===== config.mk =====
export PLATFORM = sky130hd
export DESIGN_NAME = time_switch_window_relay_controller
export DESIGN_NICKNAME = d
export VERILOG_FILES = /design/src/rtl/tsw_pkg.sv /design/src/rtl/time_switch_window_relay_controller.sv /design/src/rtl/tsw_cfg.sv /design/src/rtl/tsw_core.sv
export VERILOG_INCLUDE_DIRS = /design/src /design/src/rtl
export SDC_FILE = /design/constraint.sdc
export NUM_CORES = 1
export LEC_CHECK = 0
export ABC_AREA = 1
export BUFFER_PORTS_ARGS = -buffer_cell sky130_fd_sc_hd__buf_2
export CAP_MARGIN = 20
export CORE_MARGIN = 2
export CORE_UTILIZATION = 52
export CTS_BUF_LIST = sky130_fd_sc_hd__clkbuf_4 sky130_fd_sc_hd__clkbuf_8 sky130_fd_sc_hd__clkbuf_16
export CTS_CLUSTER_DIAMETER = 120
export DETAILED_ROUTE_END_ITERATION = 10
export GPL_TIMING_DRIVEN = 0
export HOLD_SLACK_MARGIN = 0.05
export PLACE_DENSITY = 0.75
export SLEW_MARGIN = 20
export SYNTH_ARGS = -nofsm -noshare
export SYNTH_HDL_FRONTEND = slang
export SYNTH_SLANG_ARGS = --single-unit

===== constraint.sdc =====
create_clock -name clk -period 1.9 [get_ports clk]
set_input_delay 0.38 -clock clk [delete_from_list [all_inputs] [get_ports clk]]
set_output_delay 0.38 -clock clk [all_outputs]
set_load 0.01 [all_outputs]

===== src/rtl/assert_macros.svh =====
// Assertion macros shared by the RTL of the time switch relay controller.
// Depends on nothing; define NO_ASSERTIONS to compile them out.
`ifndef ASSERT_MACROS_SVH
`define ASSERT_MACROS_SVH

`ifndef NO_ASSERTIONS

// same-cycle implication, disabled during reset
`define ASSERT_IMPL(lbl, clk, rst_n, ante, cons) \
	lbl: assert property (@(posedge clk) disable iff (!rst_n) (ante) |-> (cons)) \
		else $error("assertion failed");

// next-cycle implication, disabled during reset
`define ASSERT_NEXT(lbl, clk, rst_n, ante, cons) \
	lbl: assert property (@(posedge clk) disable iff (!rst_n) (ante) |=> (cons)) \
		else $error("assertion failed");

`else

`define ASSERT_IMPL(lbl, clk, rst_n, ante, cons)
`define ASSERT_NEXT(lbl, clk, rst_n, ante, cons)

`endif

`endif


===== src/rtl/tsw_pkg.sv =====
// Types and constants of the time switch relay controller.
// Used by tsw_cfg, tsw_core and the top level; depends on nothing.
package tsw_pkg;

	localparam int APB_AW = 5;

	typedef logic [2:0] reg_idx_t;
	localparam reg_idx_t REG_ON_TIME  = 3'd0;
	localparam reg_idx_t REG_OFF_TIME = 3'd1;
	localparam reg_idx_t REG_HEAT_LO  = 3'd2;
	localparam reg_idx_t REG_HEAT_HI  = 3'd3;
	localparam reg_idx_t REG_LIGHT_LO = 3'd4;
	localparam reg_idx_t REG_LIGHT_HI = 3'd5;

	localparam logic [16:0] ON_TIME_RST  = 17'd73733;
	localparam logic [16:0] OFF_TIME_RST = 17'd73738;
	localparam logic [9:0]  HEAT_LO_RST  = 10'd50;
	localparam logic [9:0]  HEAT_HI_RST  = 10'd100;
	localparam logic [9:0]  LIGHT_LO_RST = 10'd300;
	localparam logic [9:0]  LIGHT_HI_RST = 10'd600;

	typedef enum logic {
		OP_TICK = 1'b0,
		OP_SET  = 1'b1
	} op_t;

	localparam logic [1:0] COMP_HOURS   = 2'd0;
	localparam logic [1:0] COMP_MINUTES = 2'd1;
	localparam logic [1:0] COMP_SECONDS = 2'd2;

	localparam logic [4:0] HOURS_MAX  = 5'd23;
	localparam logic [5:0] MINSEC_MAX = 6'd59;
	localparam logic [4:0] HOURS_RST  = 5'd18;

	typedef struct packed {
		logic [16:0] on_time;
		logic [16:0] off_time;
		logic [9:0]  heat_lo;
		logic [9:0]  heat_hi;
		logic [9:0]  light_lo;
		logic [9:0]  light_hi;
	} cfg_t;

	typedef struct packed {
		op_t                op;
		logic [1:0]         component;
		logic [6:0]         set_value;
		logic [15:0]        light_level;
		logic signed [9:0]  temperature;
	} item_t;

	typedef struct packed {
		logic       relay_time;
		logic       relay_light;
		logic       relay_heat;
		logic [4:0] clock_hours;
		logic [5:0] clock_minutes;
		logic [5:0] clock_seconds;
	} result_t;

endpackage


===== src/rtl/time_switch_window_relay_controller.sv =====
// Time switch and window relay controller: one result word per input word,
// one word per cycle sustained while the output does not stall.
// An input register stages the word; the clock update, time compare and
// both window compares then run combinationally into the output register,
// which holds the result while the output stalls; the stall reaches s_tready combinationally.
// Config (APB, regs at 4*i) must be written only while idle; the block does not enforce it.
// Depends on tsw_pkg, tsw_cfg, tsw_core and assert_macros.svh.
`include "assert_macros.svh"

module time_switch_window_relay_controller import tsw_pkg::*; #(
	parameter int TICKS_PER_SECOND = 4
) (
	input  logic              clk,
	input  logic              arst_n,
	// APB config
	input  logic              psel,
	input  logic              penable,
	input  logic              pwrite,
	input  logic [APB_AW-1:0] paddr,
	input  logic [31:0]       pwdata,
	output logic [31:0]       prdata,
	output logic              pready,
	// input stream
	input  logic              s_tvalid,
	output logic              s_tready,
	input  logic [39:0]       s_tdata,  // component[1:0] set_value[8:2] light_level[24:9]
	                                    // temperature[34:25], zero[39:35]
	input  logic              s_tuser,  // op[0]
	// result stream
	output logic              m_tvalid,
	input  logic              m_tready,
	output logic [23:0]       m_tdata   // relay_time[0] relay_light[1] relay_heat[2]
	                                    // clock_hours[7:3] clock_minutes[13:8]
	                                    // clock_seconds[19:14], zero[23:20]
);

	cfg_t    cfg;
	item_t   item_s1;
	logic    valid_s1;
	logic    advance, step;
	result_t result;
	result_t out_q;
	logic    out_valid_q;

	tsw_cfg u_cfg (
		.clk     (clk),
		.arst_n  (arst_n),
		.psel    (psel),
		.penable (penable),
		.pwrite  (pwrite),
		.paddr   (paddr),
		.pwdata  (pwdata),
		.prdata  (prdata),
		.pready  (pready),
		.cfg     (cfg)
	);

	assign advance  = !out_valid_q || m_tready;
	assign step     = valid_s1 && advance;
	assign s_tready = !valid_s1 || advance;

	always_ff @(posedge clk or negedge arst_n) begin
		if (!arst_n) begin
			valid_s1 <= 1'b0;
		end else if (s_tready) begin
			valid_s1 <= s_tvalid;
		end
	end

	always_ff @(posedge clk) begin
		if (s_tready && s_tvalid) begin
			item_s1.op          <= op_t'(s_tuser);
			item_s1.component   <= s_tdata[1:0];
			item_s1.set_value   <= s_tdata[8:2];
			item_s1.light_level <= s_tdata[24:9];
			item_s1.temperature <= s_tdata[34:25];
		end
	end

	tsw_core #(
		.TICKS_PER_SECOND (TICKS_PER_SECOND)
	) u_core (
		.clk    (clk),
		.arst_n (arst_n),
		.cfg    (cfg),
		.item   (item_s1),
		.step   (step),
		.result (result)
	);

	always_ff @(posedge clk or negedge arst_n) begin
		if (!arst_n) begin
			out_valid_q <= 1'b0;
		end else if (advance) begin
			out_valid_q <= valid_s1;
		end
	end

	always_ff @(posedge clk) begin
		if (step)
			out_q <= result;
	end

	assign m_tvalid = out_valid_q;
	assign m_tdata  = {4'd0, out_q.clock_seconds, out_q.clock_minutes, out_q.clock_hours,
	                   out_q.relay_heat, out_q.relay_light, out_q.relay_time};

	`ASSERT_IMPL(a_ready_when_out_free, clk, arst_n, !out_valid_q, s_tready)
	`ASSERT_NEXT(a_step_fills_out, clk, arst_n, step, out_valid_q)
	`ASSERT_NEXT(a_staged_word_held, clk, arst_n, valid_s1 && !advance, valid_s1)
	`ASSERT_IMPL(a_clock_in_range, clk, arst_n, out_valid_q,
		(out_q.clock_hours <= HOURS_MAX) &&
		(out_q.clock_minutes <= MINSEC_MAX) &&
		(out_q.clock_seconds <= MINSEC_MAX))

endmodule


===== src/rtl/tsw_cfg.sv =====
// APB register file of the time switch relay controller: on/off times and
// window bounds. Depends on tsw_pkg.
module tsw_cfg import tsw_pkg::*; (
	input  logic              clk,
	input  logic              arst_n,
	input  logic              psel,
	input  logic              penable,
	input  logic              pwrite,
	input  logic [APB_AW-1:0] paddr,
	input  logic [31:0]       pwdata,
	output logic [31:0]       prdata,
	output logic              pready,
	output cfg_t              cfg
);

	cfg_t     cfg_q;
	reg_idx_t idx;
	logic     wr_en;

	assign pready = 1'b1;
	assign idx    = paddr[APB_AW-1:2];
	assign wr_en  = psel && penable && pwrite && pready;
	assign cfg    = cfg_q;

	always_ff @(posedge clk or negedge arst_n) begin
		if (!arst_n) begin
			cfg_q.on_time  <= ON_TIME_RST;
			cfg_q.off_time <= OFF_TIME_RST;
			cfg_q.heat_lo  <= HEAT_LO_RST;
			cfg_q.heat_hi  <= HEAT_HI_RST;
			cfg_q.light_lo <= LIGHT_LO_RST;
			cfg_q.light_hi <= LIGHT_HI_RST;
		end else if (wr_en) begin
			unique case (idx)
				REG_ON_TIME:  cfg_q.on_time  <= pwdata[16:0];
				REG_OFF_TIME: cfg_q.off_time <= pwdata[16:0];
				REG_HEAT_LO:  cfg_q.heat_lo  <= pwdata[9:0];
				REG_HEAT_HI:  cfg_q.heat_hi  <= pwdata[9:0];
				REG_LIGHT_LO: cfg_q.light_lo <= pwdata[9:0];
				REG_LIGHT_HI: cfg_q.light_hi <= pwdata[9:0];
				default: ;
			endcase
		end
	end

	always_comb begin
		unique case (idx)
			REG_ON_TIME:  prdata = {15'd0, cfg_q.on_time};
			REG_OFF_TIME: prdata = {15'd0, cfg_q.off_time};
			REG_HEAT_LO:  prdata = {22'd0, cfg_q.heat_lo};
			REG_HEAT_HI:  prdata = {22'd0, cfg_q.heat_hi};
			REG_LIGHT_LO: prdata = {22'd0, cfg_q.light_lo};
			REG_LIGHT_HI: prdata = {22'd0, cfg_q.light_hi};
			default:      prdata = 32'd0;
		endcase
	end

endmodule


===== src/rtl/tsw_core.sv =====
// Clock state, time switch and window comparators. Computes the result of
// the staged word and commits the new state on step. Depends on tsw_pkg.
module tsw_core import tsw_pkg::*; #(
	parameter int TICKS_PER_SECOND = 4
) (
	input  logic    clk,
	input  logic    arst_n,
	input  cfg_t    cfg,
	input  item_t   item,
	input  logic    step,
	output result_t result
);

	localparam int TW = (TICKS_PER_SECOND > 1) ? $clog2(TICKS_PER_SECOND) : 1;

	logic [TW-1:0] tick_q, tick_n;
	result_t       state_q, nxt;
	logic          wrap, on_hit, off_hit;

	// open interval; reversed when end is not above start
	function automatic logic in_window(logic signed [16:0] x, logic signed [16:0] s,
	                                   logic signed [16:0] e);
		if (e > s)
			return (x > s) && (x < e);
		return (x > e) && (x < s);
	endfunction

	assign wrap = (tick_q == TW'(TICKS_PER_SECOND - 1));

	always_comb begin
		nxt    = state_q;
		tick_n = tick_q;
		if (item.op == OP_SET) begin
			// state stays in range, so only the written field needs the check
			unique case (item.component)
				COMP_HOURS:
					nxt.clock_hours = (item.set_value > 7'(HOURS_MAX)) ? 5'd0
					                  : item.set_value[4:0];
				COMP_MINUTES:
					nxt.clock_minutes = (item.set_value > 7'(MINSEC_MAX)) ? 6'd0
					                    : item.set_value[5:0];
				COMP_SECONDS:
					nxt.clock_seconds = (item.set_value > 7'(MINSEC_MAX)) ? 6'd0
					                    : item.set_value[5:0];
				default: ;
			endcase
		end else begin
			tick_n = wrap ? '0 : tick_q + TW'(1);
			if (wrap) begin
				if (state_q.clock_seconds == MINSEC_MAX) begin
					nxt.clock_seconds = 6'd0;
					if (state_q.clock_minutes == MINSEC_MAX) begin
						nxt.clock_minutes = 6'd0;
						nxt.clock_hours = (state_q.clock_hours == HOURS_MAX) ? 5'd0
						                  : state_q.clock_hours + 5'd1;
					end else begin
						nxt.clock_minutes = state_q.clock_minutes + 6'd1;
					end
				end else begin
					nxt.clock_seconds = state_q.clock_seconds + 6'd1;
				end
			end
			if (off_hit)
				nxt.relay_time = 1'b0;
			else if (on_hit)
				nxt.relay_time = 1'b1;
			nxt.relay_heat  = in_window(17'(item.temperature),
			                            $signed({7'd0, cfg.heat_lo}),
			                            $signed({7'd0, cfg.heat_hi}));
			nxt.relay_light = in_window($signed({1'b0, item.light_level}),
			                            $signed({7'd0, cfg.light_lo}),
			                            $signed({7'd0, cfg.light_hi}));
		end
	end

	// compare against the clock after the tick update
	always_comb begin
		logic [4:0] h;
		logic [5:0] m;
		logic [5:0] s;
		h = state_q.clock_hours;
		m = state_q.clock_minutes;
		s = state_q.clock_seconds;
		if (wrap) begin
			if (s == MINSEC_MAX) begin
				s = 6'd0;
				if (m == MINSEC_MAX) begin
					m = 6'd0;
					h = (h == HOURS_MAX) ? 5'd0 : h + 5'd1;
				end else begin
					m = m + 6'd1;
				end
			end else begin
				s = s + 6'd1;
			end
		end
		on_hit  = (cfg.on_time  == {h, m, s});
		off_hit = (cfg.off_time == {h, m, s});
	end

	always_ff @(posedge clk or negedge arst_n) begin
		if (!arst_n) begin
			tick_q                <= '0;
			state_q.relay_time    <= 1'b0;
			state_q.relay_light   <= 1'b0;
			state_q.relay_heat    <= 1'b0;
			state_q.clock_hours   <= HOURS_RST;
			state_q.clock_minutes <= 6'd0;
			state_q.clock_seconds <= 6'd0;
		end else if (step) begin
			tick_q  <= tick_n;
			state_q <= nxt;
		end
	end

	assign result = nxt;

endmodule

# [Word level (Yosys, flattened, before mapping)]
# Cells that the tools add are included.
[totals] ff_bits=154 input_bits=85 output_inout_bits=59 wordCells=107
[op_classes] add_sub_neg=4 n_lt_le_gt_ge=12 n_eq_ne=13 muxes=30 n_bitwise=1 reduce_logical=21
[op_table] cell="17-bit case mux with 6 select lines" n=1
[op_table] cell="6-bit two-way mux" n=8
[op_table] cell="17-bit == test" n=2
[op_table] cell="17-bit two-way mux" n=2
[op_table] cell="16-bit by 10-bit greater-than comparator with 1-bit output" n=2
[op_table] cell="16-bit by 10-bit < comparator with 1-bit output" n=2
[op_table] cell="5-bit two-way mux" n=6
[op_table] cell="10-bit by 11-bit greater-than comparator with 1-bit output" n=2
[op_table] cell="10-bit by 11-bit < comparator with 1-bit output" n=2
[op_table] cell="10-bit greater-than comparator" n=2
[op_table] cell="2-bit AND reduction" n=7
[op_table] cell="6-bit by 1-bit adder with 6-bit output, second input constant" n=2
[op_table] cell="6-bit == test, second input constant" n=2
[op_table] cell="11-bit two-way mux" n=1
[op_table] cell="1-bit two-way mux" n=10
[op_table] cell="1-bit logical AND" n=8
[op_table] cell="7-bit by 5-bit greater-than comparator with 1-bit output, second input constant" n=1
[op_table] cell="7-bit by 6-bit greater-than comparator with 1-bit output, second input constant" n=1
[op_table] cell="3-bit by 2-bit == test with 1-bit output, second input constant" n=2
[op_table] cell="3-bit == test, second input constant" n=2
[op_table] cell="5-bit by 1-bit adder with 5-bit output, second input constant" n=1
[op_table] cell="5-bit == test, second input constant" n=1
[op_table] cell="2-bit == test, second input constant" n=2
[op_table] cell="3-bit by 1-bit == test with 1-bit output, second input constant" n=1
[op_table] cell="9 further kinds" n=11

# [Logic depth before layout (Yosys ltp)]
[logic_depth] word_depth=9 depth_mapped=16 mapped_depth_nobuf=16

# [Hierarchy]
# A second synthesis with hierarchy kept.
[hier_totals] hier_cells=1202 area_unflattened_um2=9641.7
[by_module_without_submodules] module="tsw_core" n_inst=1 cells_each=660 area_each_um2=4073.9 seq_area_each_um2=553.0
[by_module_without_submodules] module="tsw_cfg" n_inst=1 cells_each=469 area_each_um2=3757.4 seq_area_each_um2=1879.3
[by_module_without_submodules] module="time_switch_window_relay_controller" n_inst=1 cells_each=73 area_each_um2=1810.5 seq_area_each_um2=1731.7

# [Least setup slack after synthesis]
# No wires, ideal clock.
[synth_timing] path_kind="flip-flop to flip-flop" start="register u_core.tick_q[0]" end="register out_q (netlist bit m_tdata[0]) (data pin)" t_arrival_ns=1.776 t_required_ns=1.645 setup_slack_ns=-0.131 path_stages_with_launch=12 path_buffers=1 period_less_slack_ns=2.031 cell_sequence="dfrtp_1 > ha_1 > buf_4 > xor2_1 > nand2_4 > a21oi_1 > o211ai_1 > nor2_1 > nand3_1 > nor2_1 > nand2_1 > and2_1"
[synth_rtl] item="from (decl)" line_no="tsw_core.sv:16" rtl="logic [TW-1:0] tick_q, tick_n;"
[synth_rtl] item="from (signal assigned)" line_no="tsw_core.sv:111" rtl="tick_q <= tick_n;"
[synth_rtl] item="to (signal assigned)" line_no="time_switch_window_relay_controller.sv:101" rtl="out_q <= result;"
[synth_rtl] item="to (decl)" line_no="time_switch_window_relay_controller.sv:42" rtl="result_t out_q;"

==> flow_summary.ini <==
[status]
outcome = finished with violations
failed_checks = negative setup slack

[route]
routed_via_density = 5.725
drtAntennaViolNets = 0
routed_wl_um = 27460
via_count = 8667
dr.first_iter.drc_count = 832
drc = 0
first_pass_iters = 6
drt-wirelength-per-cell_um = 18.14

[worst_setup_path]
r2r_start = u_core.state_q[0]
crit_path_max_incr_delay_ns = 0.40
critical_path_class = flop to flop
crit_required_ns = 2.10
critPathArrivalTime_ns = 2.48
cp-end-kind = flop
cp_cell_sequence = ha_4 > nand3_4 > nor2_4 > buf_6 > nand3_4 > nand2_4 > nand2_4 > nand2_2 > nand3_2 > nor2_2 > nand2_1 > nor2_2 > nand2_2 > and2_4
r2r-end = m_tdata[0]
worst_setup_path_start_kind = flop
crit_path_max_fanout = 6
crit_path_top_delay_cell = dfrtp_2
r2r_setup_slack_ns = -0.38
reg2reg_depth = 14

[timing]
finalCritPeriodShare_pct = 120.2
hold_viol = 0
finClkSkew_ns = 0.01214
rsz0062_at_grt = yes
timing.fmax_mhz = 437.7
period_needed_ns = 2.285
slew_headroom_pct = 60.40
fin_tns_setup_ns = -2.423
setup_viol = 16
hold_slack_ns = 0.1021
fin_ws_ns = -0.3847
tightest_slew_ns = 0.5940
slew_viol_final = 0

[die]
fp.dieH_um = 135.9
initial_core_util_pct = 52.81
num_io_pins = 144
rows = 48
dieArea_um2 = 18460
die_w_um = 135.9
core-area_um2 = 17120

[global_route]
grt_pass1_wl_um = 40850
first_global_vias = 8027
antenna_found_initial = 0
grt.total_usage_pct = 28.96
grt_max_degree = 64
overflow = 0

[synth]
synth_edf_count = 56
ys_seq_area_share_pct = 46.06
synth-async-reset-ratio_pct = 63.64
synth_top_area_share_pct = 20.48
yosys-top-cells-area = dfrtp_1, edfxtp_1, nand2_1
avgSynthCellArea_um2 = 8.386
syn-instance-count = 1078
syn-cell-area_um2 = 9040
synthFlopType = dfrtp_1
synth_area_leader_cell = dfrtp_1
synth-warning-count = 0
yosys_register_bits = 154
synth_cell_type_count = 45

[place]
hpwlAfterDp_um = 18480
place_ws_ns = -0.7098
place.gp.congestion = 0.9391
portBuffers = 100

[clock_network]
cts-root-buf = clkbuf_16
htreeDepth = 4
cts_tree = done
clk_latency_ns = 0.45
cts_made_buffers = 17
cts_buffer_depth = 2
cts.sinks = 154
path_clk_slew_ns = 0.07

[finish]
seqCellArea_um2 = 4172
multiInputGateArea_um2 = 5001
nFillCells = 1243
n_antenna_cell = 0
layout_commonest_cell = nand2_1
syn_to_final_growth_pct = 32.58
most-common-layout-cells = nand2_1, inv_1, o21ai_0, buf_2, buf_4
fin_nets = 1427
layout-drive-gt1-share_pct = 34.06

[worst_hold_path]
hold_depth = 1
hold_end = item_s1[16]
hold_path_startpoint = s_tdata[15]
holdCritPathClass = primary input to flop

[pwr]
pwr_density_cell_nw_per_um2 = 1124
p_leak_nw = 5.449
irDropWorstVdd_v = 0.0008103

[run]
drv_cap = 0
cell families (layout without fill, tap and decap cells):
family,after synthesis,in the layout,synth area share [%]
other,2,20,0.08308
and+or+nand+nor,420,421,20.32
AOI/OAI and AO/OA,229,229,14.39
DFF,154,154,46.06
adders and majority gates,66,66,9.135
buffers and inverters,201,393,9.426
xor gates and xnor gates,6,6,0.5813
per-stage QoR:
step                instance area [um2]  utilization (%)  instances  power [mW]
floorplan                          9143                -       1096       7.451
global route                      11990            70.02       1514       14.24
global placement                   9925            57.98       1421       8.534
CTS                               11330            66.18       1481       12.63
finish                            11990            70.02       1514       13.47
detailed placement                 9978            58.30       1423       8.671
how the worst max path moves through the flow:
stage                           start         end  slack, ns  cells after the start
global route        u_core.state_q[0]  m_tdata[0]      -0.50                     14
global placement             paddr[3]   prdata[6]      -0.73                      8
floorplan           u_core.state_q[0]  m_tdata[0]      -0.12                     14
finish              u_core.state_q[0]  m_tdata[0]      -0.38                     14
CTS                 u_core.state_q[1]  m_tdata[0]      -0.36                     14
detailed placement           paddr[4]   prdata[9]      -0.71                      7
power by group:
group	switching, mW	internal, mW
logic	3.13	2.09
clock network	1.52	1.83
registers	0.606	4.29
repair_timing:
action                     in CTS  in global routing
setup buffers                  26                 32
setup endpoints to repair      43                 39
pin swaps                      43                 53
resized for setup             143                 97
hold endpoints to repair       28                  0
gates cloned                    1                  2
hold buffers                    1                  0
state kept, by name, indices dropped and copies added, names as in the netlist:
| name | flops |
|---|---|
| u_cfg.cfg | 74 |
| item_s1 | 36 |
| m_tdata | 20 |
| u_core.state_q | 20 |
| u_core.tick_q | 2 |
| m_tvalid | 1 |
| valid_s1 | 1 |
metal layers:
| metal | GRT usage, % | vias to the layer above | share of wire, % |
|---|---|---|---|
| li1 | - | 4019 | - |
| met1 | 36.52 | 4068 | 40 |
| met2 | 47.67 | 474 | 48 |
| met3 | 4.959 | 106 | 7.5 |
| met4 | 15.68 | 0 | 4.9 |
| met5 | 0 | - | 0 |
synth_stat cells, drive strengths merged, types with 3 or more instances:
cell	count
inv	151
nand3	59
o211ai	4
nand4	22
a221oi	7
a211oi	6
o221ai	7
clkbuf	24
buf	25
edfxtp	56
nand2	253
nor2	70
dfrtp	74
ha	66
o22ai	32
a21o	3
nor3	9
dfstp	24
o21ai	124
a21oi	39
xor2	6
cell type report:
cell class	instances	area share, %
Clock inverter	15	1.159
Buffer	47	2.620
Clock buffer	17	3.549
Multi-Input combinational cell	742	41.73
Tap cell	225	2.349
Inverter	152	4.896
Sequential cell	154	34.81
Timing Repair Buffer	162	8.894
worst max-delay path: cells and delay by family (launching register included):
kind / cells / cell delay [ns]
buffers and inverters: 1 / 0.15
and+or+nand+nor: 12 / 1.34
DFF: 1 / 0.40
adders and majority gates: 1 / 0.16
No activity file was read; power rests on OpenSTA's default activity.
